<file path="src/hw/rtl/bde_pkg.sv">
// Shared types and codes for the button debounce event block.
// No dependencies; imported by the interface users and the top level.
package bde_pkg;

  localparam int unsigned NOW_WIDTH      = 32;
  localparam int unsigned TIME_WIDTH_DEF = 32;
  localparam int unsigned CFG_IDX_WIDTH  = 3;
  localparam int unsigned CFG_DATA_WIDTH = 16;
  localparam int unsigned VALUE_WIDTH    = 7;

  localparam logic [VALUE_WIDTH-1:0] NOTE_ON_VALUE   = 7'd127;
  localparam logic [VALUE_WIDTH-1:0] NOTE_OFF_VALUE  = 7'd0;
  localparam logic [VALUE_WIDTH-1:0] CC_ON_RESET     = 7'd127;
  localparam logic [VALUE_WIDTH-1:0] CC_OFF_RESET    = 7'd0;
  localparam logic [15:0]            DEBOUNCE_RESET  = 16'd50;

  localparam logic [CFG_IDX_WIDTH-1:0] CFG_PULL_POLARITY  = 3'd0;
  localparam logic [CFG_IDX_WIDTH-1:0] CFG_BUTTON_MODE    = 3'd1;
  localparam logic [CFG_IDX_WIDTH-1:0] CFG_PULSE_ON_PRESS = 3'd2;
  localparam logic [CFG_IDX_WIDTH-1:0] CFG_MESSAGE_KIND   = 3'd3;
  localparam logic [CFG_IDX_WIDTH-1:0] CFG_CC_ON_VALUE    = 3'd4;
  localparam logic [CFG_IDX_WIDTH-1:0] CFG_CC_OFF_VALUE   = 3'd5;
  localparam logic [CFG_IDX_WIDTH-1:0] CFG_DEBOUNCE_MS    = 3'd6;

  localparam logic [1:0] POL_PULLUP   = 2'd0;
  localparam logic [1:0] POL_PULLDOWN = 2'd1;

  localparam logic [1:0] MODE_PRESS_RELEASE = 2'd0;
  localparam logic [1:0] MODE_PULSE         = 2'd1;
  localparam logic [1:0] MODE_TOGGLE        = 2'd2;

  localparam logic [2:0] KIND_NOTE    = 3'd0;
  localparam logic [2:0] KIND_CC      = 3'd1;
  localparam logic [2:0] KIND_PROGRAM = 3'd2;
  localparam logic [2:0] KIND_CLOCK   = 3'd3;
  localparam logic [2:0] KIND_TAP     = 3'd4;

  typedef struct packed {
    logic                 raw_level;
    logic [NOW_WIDTH-1:0] now_ms;
  } bde_in_t;

  typedef struct packed {
    logic [VALUE_WIDTH-1:0] midi_value;
    logic                   is_on_event;
    logic                   from_press;
    logic                   last_of_run;
  } bde_out_t;

endpackage

</file>
<file path="src/hw/rtl/bde_stream_if.sv">
// Valid/ready stream channel carrying one payload per transaction.
// Payload type is a parameter; no other dependencies.
interface bde_stream_if #(
  parameter type payload_t = logic
);
  logic     valid;
  logic     ready;
  payload_t payload;

  modport source (output valid, output payload, input ready);
  modport sink   (input valid, input payload, output ready);
endinterface

</file>
<file path="src/hw/rtl/button_debounce_midi_event.sv">
// Debounced button to MIDI on/off event generator, top level.
// Depends on bde_pkg and bde_stream_if.
//
// Each input transaction is one poll (pin level and millisecond timestamp); each poll yields
// zero, one or two event transactions, the last one flagged by last_of_run. A poll is held
// in an input register while it is evaluated against the debounce state; its events go into
// a two-entry output buffer that must have drained before the next poll is evaluated. Polls
// that give at most one event sustain one per cycle while the output is ready; a pulse's on
// and off events drain through the single output port. A poll passes the input register and
// its events the output buffer. Configuration is written by a plain write port and takes
// effect on the next poll; write it only while the block is idle.
module button_debounce_midi_event
  import bde_pkg::*;
#(
  parameter int unsigned TIME_WIDTH = TIME_WIDTH_DEF
) (
  input  logic                      clk_i,
  input  logic                      rst_ni,
  input  logic                      cfg_we_i,
  input  logic [CFG_IDX_WIDTH-1:0]  cfg_idx_i,
  input  logic [CFG_DATA_WIDTH-1:0] cfg_wdata_i,
  bde_stream_if.sink                in_i,
  bde_stream_if.source              out_o
);

  logic [1:0]             pull_polarity_q;
  logic [1:0]             button_mode_q;
  logic                   pulse_on_press_q;
  logic [2:0]             message_kind_q;
  logic [VALUE_WIDTH-1:0] cc_on_value_q;
  logic [VALUE_WIDTH-1:0] cc_off_value_q;
  logic [15:0]            debounce_ms_q;

  logic                   in_valid_q;
  bde_in_t                in_q;

  logic                   primed_q;
  logic                   last_seen_q;
  logic [TIME_WIDTH-1:0]  change_ts_q;
  logic                   stable_q;
  logic                   pulse_pending_q;
  logic                   toggle_on_q;

  bde_out_t               slot_q [2];
  logic [1:0]             cnt_q;

  logic                   pop;
  logic                   proc_fire;
  logic [TIME_WIDTH-1:0]  now_w;
  logic                   pressed;
  logic                   changed;
  logic [TIME_WIDTH-1:0]  ts_eff;
  logic [TIME_WIDTH-1:0]  elapsed;
  logic                   settled;
  logic                   press_edge;
  logic                   release_edge;
  logic                   emit_on;
  logic                   emit_off;
  logic                   edge_press;
  logic                   suppress_off;
  logic                   off_sent;
  logic                   pulse_pending_d;
  logic                   toggle_on_d;
  logic [1:0]             n_res;
  bde_out_t               on_item;
  bde_out_t               off_item;
  bde_out_t               res0;
  bde_out_t               res1;

  if (TIME_WIDTH > NOW_WIDTH) begin : g_now_ext
    assign now_w = {{(TIME_WIDTH - NOW_WIDTH){1'b0}}, in_q.now_ms};
  end else begin : g_now_trunc
    assign now_w = in_q.now_ms[TIME_WIDTH-1:0];
  end

  assign pop       = out_o.valid && out_o.ready;
  assign proc_fire = in_valid_q && ((cnt_q == 2'd0) || ((cnt_q == 2'd1) && pop));
  assign in_i.ready = !in_valid_q || proc_fire;
  assign out_o.valid   = (cnt_q != 2'd0);
  assign out_o.payload = slot_q[0];

  assign pressed = (pull_polarity_q == POL_PULLDOWN) ? in_q.raw_level : !in_q.raw_level;
  assign changed = pressed != last_seen_q;
  assign ts_eff  = changed ? now_w : change_ts_q;
  assign elapsed = now_w - ts_eff;
  assign settled = primed_q && (elapsed >= {{(TIME_WIDTH - 16){1'b0}}, debounce_ms_q});
  assign press_edge   = settled && pressed && !stable_q;
  assign release_edge = settled && !pressed && stable_q;

  assign suppress_off = (message_kind_q == KIND_PROGRAM) || (message_kind_q == KIND_CLOCK) ||
                        (message_kind_q == KIND_TAP);

  always_comb begin
    emit_on         = 1'b0;
    emit_off        = 1'b0;
    edge_press      = press_edge;
    pulse_pending_d = pulse_pending_q;
    toggle_on_d     = toggle_on_q;
    if (press_edge) begin
      unique case (button_mode_q)
        MODE_PULSE: begin
          if (pulse_on_press_q) begin
            emit_on  = 1'b1;
            emit_off = 1'b1;
          end else begin
            pulse_pending_d = 1'b1;
          end
        end
        MODE_TOGGLE: begin
          emit_on     = !toggle_on_q;
          emit_off    = toggle_on_q;
          toggle_on_d = !toggle_on_q;
        end
        default: emit_on = 1'b1;
      endcase
    end else if (release_edge) begin
      unique case (button_mode_q)
        MODE_PULSE: begin
          if (pulse_pending_q) begin
            emit_on         = 1'b1;
            emit_off        = 1'b1;
            pulse_pending_d = 1'b0;
          end
        end
        MODE_TOGGLE: ;
        default: emit_off = 1'b1;
      endcase
    end
  end

  assign off_sent = emit_off && !suppress_off;
  assign n_res    = {1'b0, emit_on} + {1'b0, off_sent};

  always_comb begin
    on_item.midi_value  = (message_kind_q == KIND_CC) ? cc_on_value_q : NOTE_ON_VALUE;
    on_item.is_on_event = 1'b1;
    on_item.from_press  = edge_press;
    on_item.last_of_run = !off_sent;
    off_item.midi_value  = (message_kind_q == KIND_CC) ? cc_off_value_q : NOTE_OFF_VALUE;
    off_item.is_on_event = 1'b0;
    off_item.from_press  = edge_press;
    off_item.last_of_run = 1'b1;
    res0 = emit_on ? on_item : off_item;
    res1 = off_item;
  end

  always_ff @(posedge clk_i or negedge rst_ni) begin
    if (!rst_ni) begin
      pull_polarity_q  <= POL_PULLUP;
      button_mode_q    <= MODE_PRESS_RELEASE;
      pulse_on_press_q <= 1'b0;
      message_kind_q   <= KIND_NOTE;
      cc_on_value_q    <= CC_ON_RESET;
      cc_off_value_q   <= CC_OFF_RESET;
      debounce_ms_q    <= DEBOUNCE_RESET;
    end else if (cfg_we_i) begin
      unique case (cfg_idx_i)
        CFG_PULL_POLARITY:  pull_polarity_q  <= cfg_wdata_i[1:0];
        CFG_BUTTON_MODE:    button_mode_q    <= cfg_wdata_i[1:0];
        CFG_PULSE_ON_PRESS: pulse_on_press_q <= cfg_wdata_i[0];
        CFG_MESSAGE_KIND:   message_kind_q   <= cfg_wdata_i[2:0];
        CFG_CC_ON_VALUE:    cc_on_value_q    <= cfg_wdata_i[VALUE_WIDTH-1:0];
        CFG_CC_OFF_VALUE:   cc_off_value_q   <= cfg_wdata_i[VALUE_WIDTH-1:0];
        CFG_DEBOUNCE_MS:    debounce_ms_q    <= cfg_wdata_i;
        default: ;
      endcase
    end
  end

  always_ff @(posedge clk_i or negedge rst_ni) begin
    if (!rst_ni) begin
      in_valid_q <= 1'b0;
    end else if (in_i.ready) begin
      in_valid_q <= in_i.valid;
    end
  end

  always_ff @(posedge clk_i) begin
    if (in_i.valid && in_i.ready) begin
      in_q <= in_i.payload;
    end
  end

  always_ff @(posedge clk_i or negedge rst_ni) begin
    if (!rst_ni) begin
      primed_q        <= 1'b0;
      last_seen_q     <= 1'b0;
      change_ts_q     <= '0;
      stable_q        <= 1'b0;
      pulse_pending_q <= 1'b0;
      toggle_on_q     <= 1'b0;
    end else if (proc_fire) begin
      last_seen_q <= pressed;
      if (!primed_q) begin
        primed_q    <= 1'b1;
        stable_q    <= pressed;
        change_ts_q <= now_w;
      end else begin
        change_ts_q <= ts_eff;
        if (settled) begin
          stable_q <= pressed;
        end
        pulse_pending_q <= pulse_pending_d;
        toggle_on_q     <= toggle_on_d;
      end
    end
  end

  always_ff @(posedge clk_i or negedge rst_ni) begin
    if (!rst_ni) begin
      cnt_q <= 2'd0;
    end else if (proc_fire) begin
      cnt_q <= n_res;
    end else if (pop) begin
      cnt_q <= cnt_q - 2'd1;
    end
  end

  always_ff @(posedge clk_i) begin
    if (proc_fire) begin
      slot_q[0] <= res0;
      slot_q[1] <= res1;
    end else if (pop) begin
      slot_q[0] <= slot_q[1];
    end
  end

`ifndef SYNTHESIS
  a_cnt_range: assert property (@(posedge clk_i) disable iff (!rst_ni) cnt_q != 2'd3)
    else $error("output buffer count out of range");

  a_pair_order: assert property (@(posedge clk_i) disable iff (!rst_ni)
    proc_fire && (n_res == 2'd2) |=> out_o.valid && slot_q[0].is_on_event &&
    !slot_q[0].last_of_run && !slot_q[1].is_on_event)
    else $error("pulse pair not queued on then off");

  a_tail_last: assert property (@(posedge clk_i) disable iff (!rst_ni)
    (cnt_q == 2'd2) |-> slot_q[1].last_of_run)
    else $error("second buffered event not flagged as last");

  a_hold_poll: assert property (@(posedge clk_i) disable iff (!rst_ni)
    in_valid_q && !proc_fire |=> in_valid_q && $stable(in_q))
    else $error("pending poll lost before evaluation");

  a_no_emit_unprimed: assert property (@(posedge clk_i) disable iff (!rst_ni)
    proc_fire && !primed_q |-> n_res == 2'd0)
    else $error("event emitted on priming poll");
`endif

endmodule
</file>
<file path="src/flat_wrapper.sv">
// flat-port wrapper written by rule: the top's interface ports become plain ports
module button_debounce_midi_event_flat import bde_pkg::*;
#(
  parameter int unsigned TIME_WIDTH = TIME_WIDTH_DEF
)
  (clk_i, rst_ni, cfg_we_i, cfg_idx_i, cfg_wdata_i, in_i_valid, in_i_payload, in_i_ready, out_o_valid, out_o_payload, out_o_ready);
  bde_stream_if in_i_i ();
  bde_stream_if out_o_i ();
  input  logic clk_i;
  input  logic rst_ni;
  input  logic cfg_we_i;
  input  logic [CFG_IDX_WIDTH-1:0] cfg_idx_i;
  input  logic [CFG_DATA_WIDTH-1:0] cfg_wdata_i;
  input wire logic [$bits(in_i_i.valid)-1:0] in_i_valid;
  input wire logic [$bits(in_i_i.payload)-1:0] in_i_payload;
  output wire logic [$bits(in_i_i.ready)-1:0] in_i_ready;
  output wire logic [$bits(out_o_i.valid)-1:0] out_o_valid;
  output wire logic [$bits(out_o_i.payload)-1:0] out_o_payload;
  input wire logic [$bits(out_o_i.ready)-1:0] out_o_ready;
  assign in_i_i.valid = in_i_valid;
  assign in_i_i.payload = in_i_payload;
  assign in_i_ready = in_i_i.ready;
  assign out_o_valid = out_o_i.valid;
  assign out_o_payload = out_o_i.payload;
  assign out_o_i.ready = out_o_ready;
  button_debounce_midi_event #(.TIME_WIDTH(TIME_WIDTH)) u_core (.clk_i(clk_i), .rst_ni(rst_ni), .cfg_we_i(cfg_we_i), .cfg_idx_i(cfg_idx_i), .cfg_wdata_i(cfg_wdata_i), .in_i(in_i_i), .out_o(out_o_i));
endmodule
</file>
<file path="config.mk">
export PLATFORM = sky130hd
export DESIGN_NAME = button_debounce_midi_event_flat
export DESIGN_NICKNAME = d
export VERILOG_FILES = /design/src/hw/rtl/bde_pkg.sv /design/src/hw/rtl/bde_stream_if.sv /design/src/hw/rtl/button_debounce_midi_event.sv /design/src/flat_wrapper.sv
export SDC_FILE = /design/constraint.sdc
export NUM_CORES = 1
export LEC_CHECK = 0
export ABC_AREA = 1
export BUFFER_PORTS_ARGS = -buffer_cell sky130_fd_sc_hd__buf_4
export CORE_ASPECT_RATIO = 0.9
export CORE_MARGIN = 1
export CORE_UTILIZATION = 60
export DETAILED_ROUTE_END_ITERATION = 10
export PLACE_DENSITY = 0.79
export SLEW_MARGIN = 0
export SYNTH_ARGS = -nofsm -noshare
export SYNTH_HDL_FRONTEND = slang
export SYNTH_SLANG_ARGS = --single-unit
export TNS_END_PERCENT = 5
</file>
<file path="constraint.sdc">
create_clock -name clk_i -period 9.8 [get_ports clk_i]
set_input_delay 1.47 -clock clk_i [delete_from_list [all_inputs] [get_ports clk_i]]
set_output_delay 1.47 -clock clk_i [all_outputs]
set_load 0.05 [all_outputs]
</file>
# Word-level counts from Yosys, hierarchy flattened
# Memory sizes are Yosys's and may differ from the RTL's.
# Index checks and enable logic that the tools add are counted.
# word_totals
output_inout_bits	3
elab_cells	106
ramBits	20
n_memories	1
reg_bits	79
input_bits	25
# op_classes
addsub	3
reduce_logical	34
bitwise_logic	1
eq_ne	19
n_mux	31
n_lt_le_gt_ge	1
# memory_table
memory	words	word_bits	read_ports	rd_ports_with_merged_regs	wr	line	rtl
u_core.slot_q	2	10	2	0	2	button_debounce_midi_event.sv:44	bde_out_t slot_q [2];
# op_table
cell	n
32-bit two-way mux	2
32-bit by 16-bit >= comparator with 1-bit output	1
1-bit by 32-bit subtractor with 32-bit output	1
1-bit two-way mux	20
10-bit two-way mux	2
2-bit AND reduction	8
7-bit two-way mux	2
3-bit by 2-bit equality test with 1-bit output (second input constant)	4
3-bit equality test (second input constant)	4
1-bit logical AND	10
2-bit inequality test (second input constant)	4
2-bit by 1-bit equality test with 1-bit output (second input constant)	3
3-bit by 1-bit equality test with 1-bit output (second input constant)	2
1-bit one-hot mux with 2 select lines	3
6-bit AND reduction	1
2-bit nonzero test	3
1-bit zero test	5
1-bit logical OR	4
2-bit two-way mux	2
4-bit AND reduction	1
3-bit zero test	1
1-bit by 1-bit adder with 2-bit output	1
2-bit equality test (second input constant)	1
2-bit zero test	1
3 further kinds	3

# Longest topological paths before layout
# logic_depth
ltp_word	15
depth_mapped	34
ltp_nobuf	33

# Worst setup path after synthesis
# No wires, ideal clock.
# synth_path
kind	register to register
from	register u_core.pull_polarity_q[0]
to	register u_core.cnt_q[0]
t_arrival_ns	3.731
slack_ns	5.938
stages_incl_launch_ff	33
path_buffers	2
setup_ns	0.131
t_required_ns	9.669
period_less_slack_ns	3.862
cell_sequence	dfrtp_1 > inv_1 > nor2_1 > nand2_1 > nand2_2 > buf_2 > o21ai_0 > ha_1 > inv_1 > ha_1 > nand2_2 > nor2_4 > buf_6 > nand2_1 > xor2_1 > ha_1 > inv_1 > nor3_1 > nor3_1 > nand2_1 > a21oi_1 > nand2_1 > nor2_1 > nand3_1 > nor2_2 > nand2_2 > nand3_2 > nand2_1 > inv_2 > nor2_4 > ha_1 > nand2_1 > o211ai_1
# synth_between
elab_chain_len	14
word_cells_on_any_way	18
classes_between	2 x add/sub; 1 x order compare; 2 x eq/ne; 7 x mux; 6 x reduce/logical
# synth_rtl
element	line	rtl
from (decl)	button_debounce_midi_event.sv:26	logic [1:0] pull_polarity_q;
from (signal assigned)	button_debounce_midi_event.sv:158	CFG_PULL_POLARITY: pull_polarity_q <= cfg_wdata_i[1:0];
2-bit by 1-bit equality test with 1-bit output (*)	button_debounce_midi_event.sv:82	assign pressed = (pull_polarity_q == POL_PULLDOWN) ? in_q.raw_level : !in_q.raw_level;
1-bit two-way mux	button_debounce_midi_event.sv:82	
1-bit inequality test	button_debounce_midi_event.sv:83	assign changed = pressed != last_seen_q;
32-bit two-way mux	button_debounce_midi_event.sv:84	assign ts_eff = changed ? now_w : change_ts_q;
1-bit by 32-bit subtractor with 32-bit output	button_debounce_midi_event.sv:85	assign elapsed = now_w - ts_eff;
32-bit by 16-bit >= comparator with 1-bit output	button_debounce_midi_event.sv:86	assign settled = primed_q && (elapsed >= {{(TIME_WIDTH - 16){1'b0}}, debounce_ms_q});
1-bit logical AND	button_debounce_midi_event.sv:86	
1-bit logical AND (2 in a row)	button_debounce_midi_event.sv:88	assign release_edge = settled && !pressed && stable_q;
1-bit two-way mux	button_debounce_midi_event.sv:116	end else if (release_edge) begin
1-bit two-way mux	button_debounce_midi_event.sv:99	if (press_edge) begin
1-bit logical AND	button_debounce_midi_event.sv:131	assign off_sent = emit_off && !suppress_off;
1-bit by 1-bit adder with 2-bit output (*)	button_debounce_midi_event.sv:132	assign n_res = {1'b0, emit_on} + {1'b0, off_sent};
2-bit two-way mux (*)	button_debounce_midi_event.sv:212	end else if (proc_fire) begin
to (signal assigned)	button_debounce_midi_event.sv:213	cnt_q <= n_res;
to (signal assigned)	button_debounce_midi_event.sv:215	cnt_q <= cnt_q - 2'd1;
to (decl)	button_debounce_midi_event.sv:45	logic [1:0] cnt_q;
# Every way passes the cells marked *; elsewhere a longest branch is shown, timed or not.
# A chain may end at the register's enable or synchronous reset.

# Final worst setup path
# Same ends and word-level chain as after synthesis.

==> impl_metrics.ini <==
[placed_design]
gp_congestion = 0.856
port_buffers = 27
dp_hpwl_um = 6780

[worst_setup_path]
worstPathArrival_ns = 4.75
critPathBufInv = 4
cp_slowest_cell = dfrtp_1
required_ns = 10.03
reg2reg_slack_ns = 5.28
worstPathMaxFanout = 19
setup.worst_path.end = u_core.cnt_q[0]
slowest_delay_ns = 0.41
rr_endpoint = u_core.cnt_q[0]
path_depth = 30
crit_start = u_core.pull_polarity_q[0]
crit_path_end_kind = register
crit_path_start_kind = register
timing.rr.start = u_core.pull_polarity_q[0]
path_delay_family = simple AND/OR/NAND/NOR gates
r2r.worst_path.cells = 30
critical_path.most_common_cell = nand2_1
crit_type = reg2reg

[drt]
drtIter0Drc = 194
dr.pass1.iters = 4
vias = 3714
drc_errors = 0
ant_nets = 0
avgViaCountPerCell = 5.17
wl_um = 9070
routedWlPerCell_um = 12.6

[cells_and_area]
fin_nets = 668
area_delta_synth_final_pct = 10.1
num_antenna_cells = 0
fin_util_pct = 68.6
regArea_um2 = 1670
fill_cells = 602
drive_above_1_share_pct = 13.4
multiInputGateArea_um2 = 2240

[sta]
final_max_slew_viol_count = 0
setup_tns_ns = 0
hold_viol_final = 0
rsz0062_at_grt = no
timing.fmax_mhz = 221
skew_ns = 0.00842
setup-violations-final = 0
relSlewSlack_pct = 31.0
tightest_slew_ns = 1.03
finalCritPeriodShare_pct = 46.1
min_period_ns = 4.52

[power_and_ir_drop]
p_int_uw = 677
p_seq_share_pct = 28.3
p_switching_uw = 542
p_leak_uw = 0.00268
p_per_area_nw_per_um2 = 251
swShare_pct = 44.5
ir_drop_mv = 0.180
p_clk_share_pct = 21.3
power_frac_comb_pct = 50.4

[global_routing]
use_met3_pct = 5.13
busiest_layer = met2
grt_usage_pct = 26.5
grt_pass1_wl_um = 16200
gr-total-overflow = 0
grt.met2_usage_pct = 43.1
grt_antenna_before_repair = 0
grt_use_met1_pct = 34.8
grt_max_degree = 65
grt_pass1_vias = 3624

[yosys]
synth.avg_cell_area_um2 = 7.37
async_flop_share_pct = 97.0
ys_warn_count = 0
synth_cells = 598
yosysMostFrequentCell = nand2_1
synthFlopType = dfrtp_1
ys_seq_area_share_pct = 37.8
syn_nets = 646
synthTopCellsByArea = dfrtp_1 35%, nand2_1 10%, nor2_1 9.0%
netlist_top_cells_count = 120 x nand2_1, 106 x nor2_1, 103 x inv_1
syn_area_um2 = 4410
ys_ff_latch = 66
ys_types = 36
synth_edf_count = 2
synth_top_area_cell = dfrtp_1
yosysTopAreaCellShare_pct = 34.6

[clocking]
clock_latency_ns = 0.35
cts_tree = done
cts.clk_slew.worst_paths_ns = 0.08
htreeDepth = 3
cts_hold_buf = 0
cts_sinks = 66
root_buffer = clkbuf_8
clockBufferDepth = 2
cts_resized = 0
postCtsSetupRepairBufs = 0
cts_made_buffers = 9

[worst_hold_path]
hold_path.class = reg2reg
min_from = u_core.debounce_ms_q[4]
hold_depth = 2

[die]
num_io_pins = 28
fp-row-count = 29
die-area_um2 = 7690
start_util_pct = 62.3
die_h_um = 83.3
die_x_um = 92.3
core-area_um2 = 7080

[job]
cap_violations = 0

[status]
status = completed
==> cell type report <==
class | count | area share, %
Inverter | 106 | 8.20
Multi-Input combinational cell | 410 | 46.2
Clock buffer | 10 | 2.84
Clock inverter | 6 | 1.86
Sequential cell | 66 | 34.3
Timing Repair Buffer | 27 | 4.18
Tap cell | 93 | 2.40
==> stage by stage <==
| step | instance area [um2] | power, uW | cells | setup WS, ns | hold slack, ns |
|---|---|---|---|---|---|
| after floorplan | 4410 | 844 | 598 | 5.94 | 0.453 |
| after global placement | 4620 | 937 | 702 | 5.47 | 0.470 |
| after detailed placement | 4620 | 963 | 702 | 5.29 | 0.475 |
| after CTS | 4850 | 1230 | 718 | 5.25 | 0.485 |
| after global routing | 4850 | 1330 | 718 | 4.79 | 0.509 |
| final | 4850 | 1220 | 718 | 5.28 | 0.480 |
==> power by group through the flow <==
| stage | combinational [uW] | sequential, uW | clock [uW] |
|---|---|---|---|
| 6_report | 615 | 344 | 260 |
| 5_1_grt | 704 | 349 | 277 |
| 4_1_cts | 616 | 344 | 265 |
| 3_5_place_dp | 614 | 349 | 0 |
| 3_3_place_gp | 590 | 347 | 0 |
| 2_1_floorplan | 500 | 344 | 0 |
==> state kept, by name, indices dropped and copies added, names as in the netlist, 2 cells and up <==
name,cells
u_core.pull_polarity_q,2
u_core.cnt_q,2
u_core.message_kind_q,3
u_core.button_mode_q,2
u_core.debounce_ms_q,16
u_core.change_ts_q,32
==> cell usage in the layout, fill, tap and decap left out, types with 3 or more instances in the layout <==
master	instances
nand4_1	15
ha_1	23
nand2_2	12
o21ai_0	24
clkbuf_8	10
xor2_1	14
inv_1	103
o21bai_1	3
nand3_1	18
buf_4	27
o211ai_1	11
dfstp_2	3
nor2_4	3
nor2_1	106
nand2_1	120
inv_2	3
a21oi_1	22
dfrtp_1	61
nor2_2	3
o21ai_1	4
nor3_1	8
o211ai_2	10
==> routing by layer <==
metal | wire, um | share of wire [%]
met5 | 0 | 0
met3 | 344 | 3.8
met2 | 4280 | 47
met4 | 157 | 1.7
met1 | 4290 | 47
==> tightest hold or removal path, stage by stage (launching register included) <==
cell	delay, ns
dfstp_2	0.36
inv_1	0.06
a21oi_1	0.06
==> cell families after synthesis <==
kind of cell,synth area share [%]
simple gates,29.3
buf+inv,11.3
flops,37.8
compound gates,11.9
fa+ha+maj,6.53
xor+xnor,3.18
==> worst min path at each step <==
stage	to	slack (ns)
after global routing	u_core.debounce_ms_q[4]	0.51
after global placement	u_core.debounce_ms_q[4]	0.47
final	u_core.debounce_ms_q[4]	0.48
after CTS	u_core.debounce_ms_q[4]	0.49
after detailed placement	u_core.debounce_ms_q[4]	0.48
after floorplan	u_core.debounce_ms_q[2]	0.45
No activity file was read; power rests on OpenSTA's default activity.
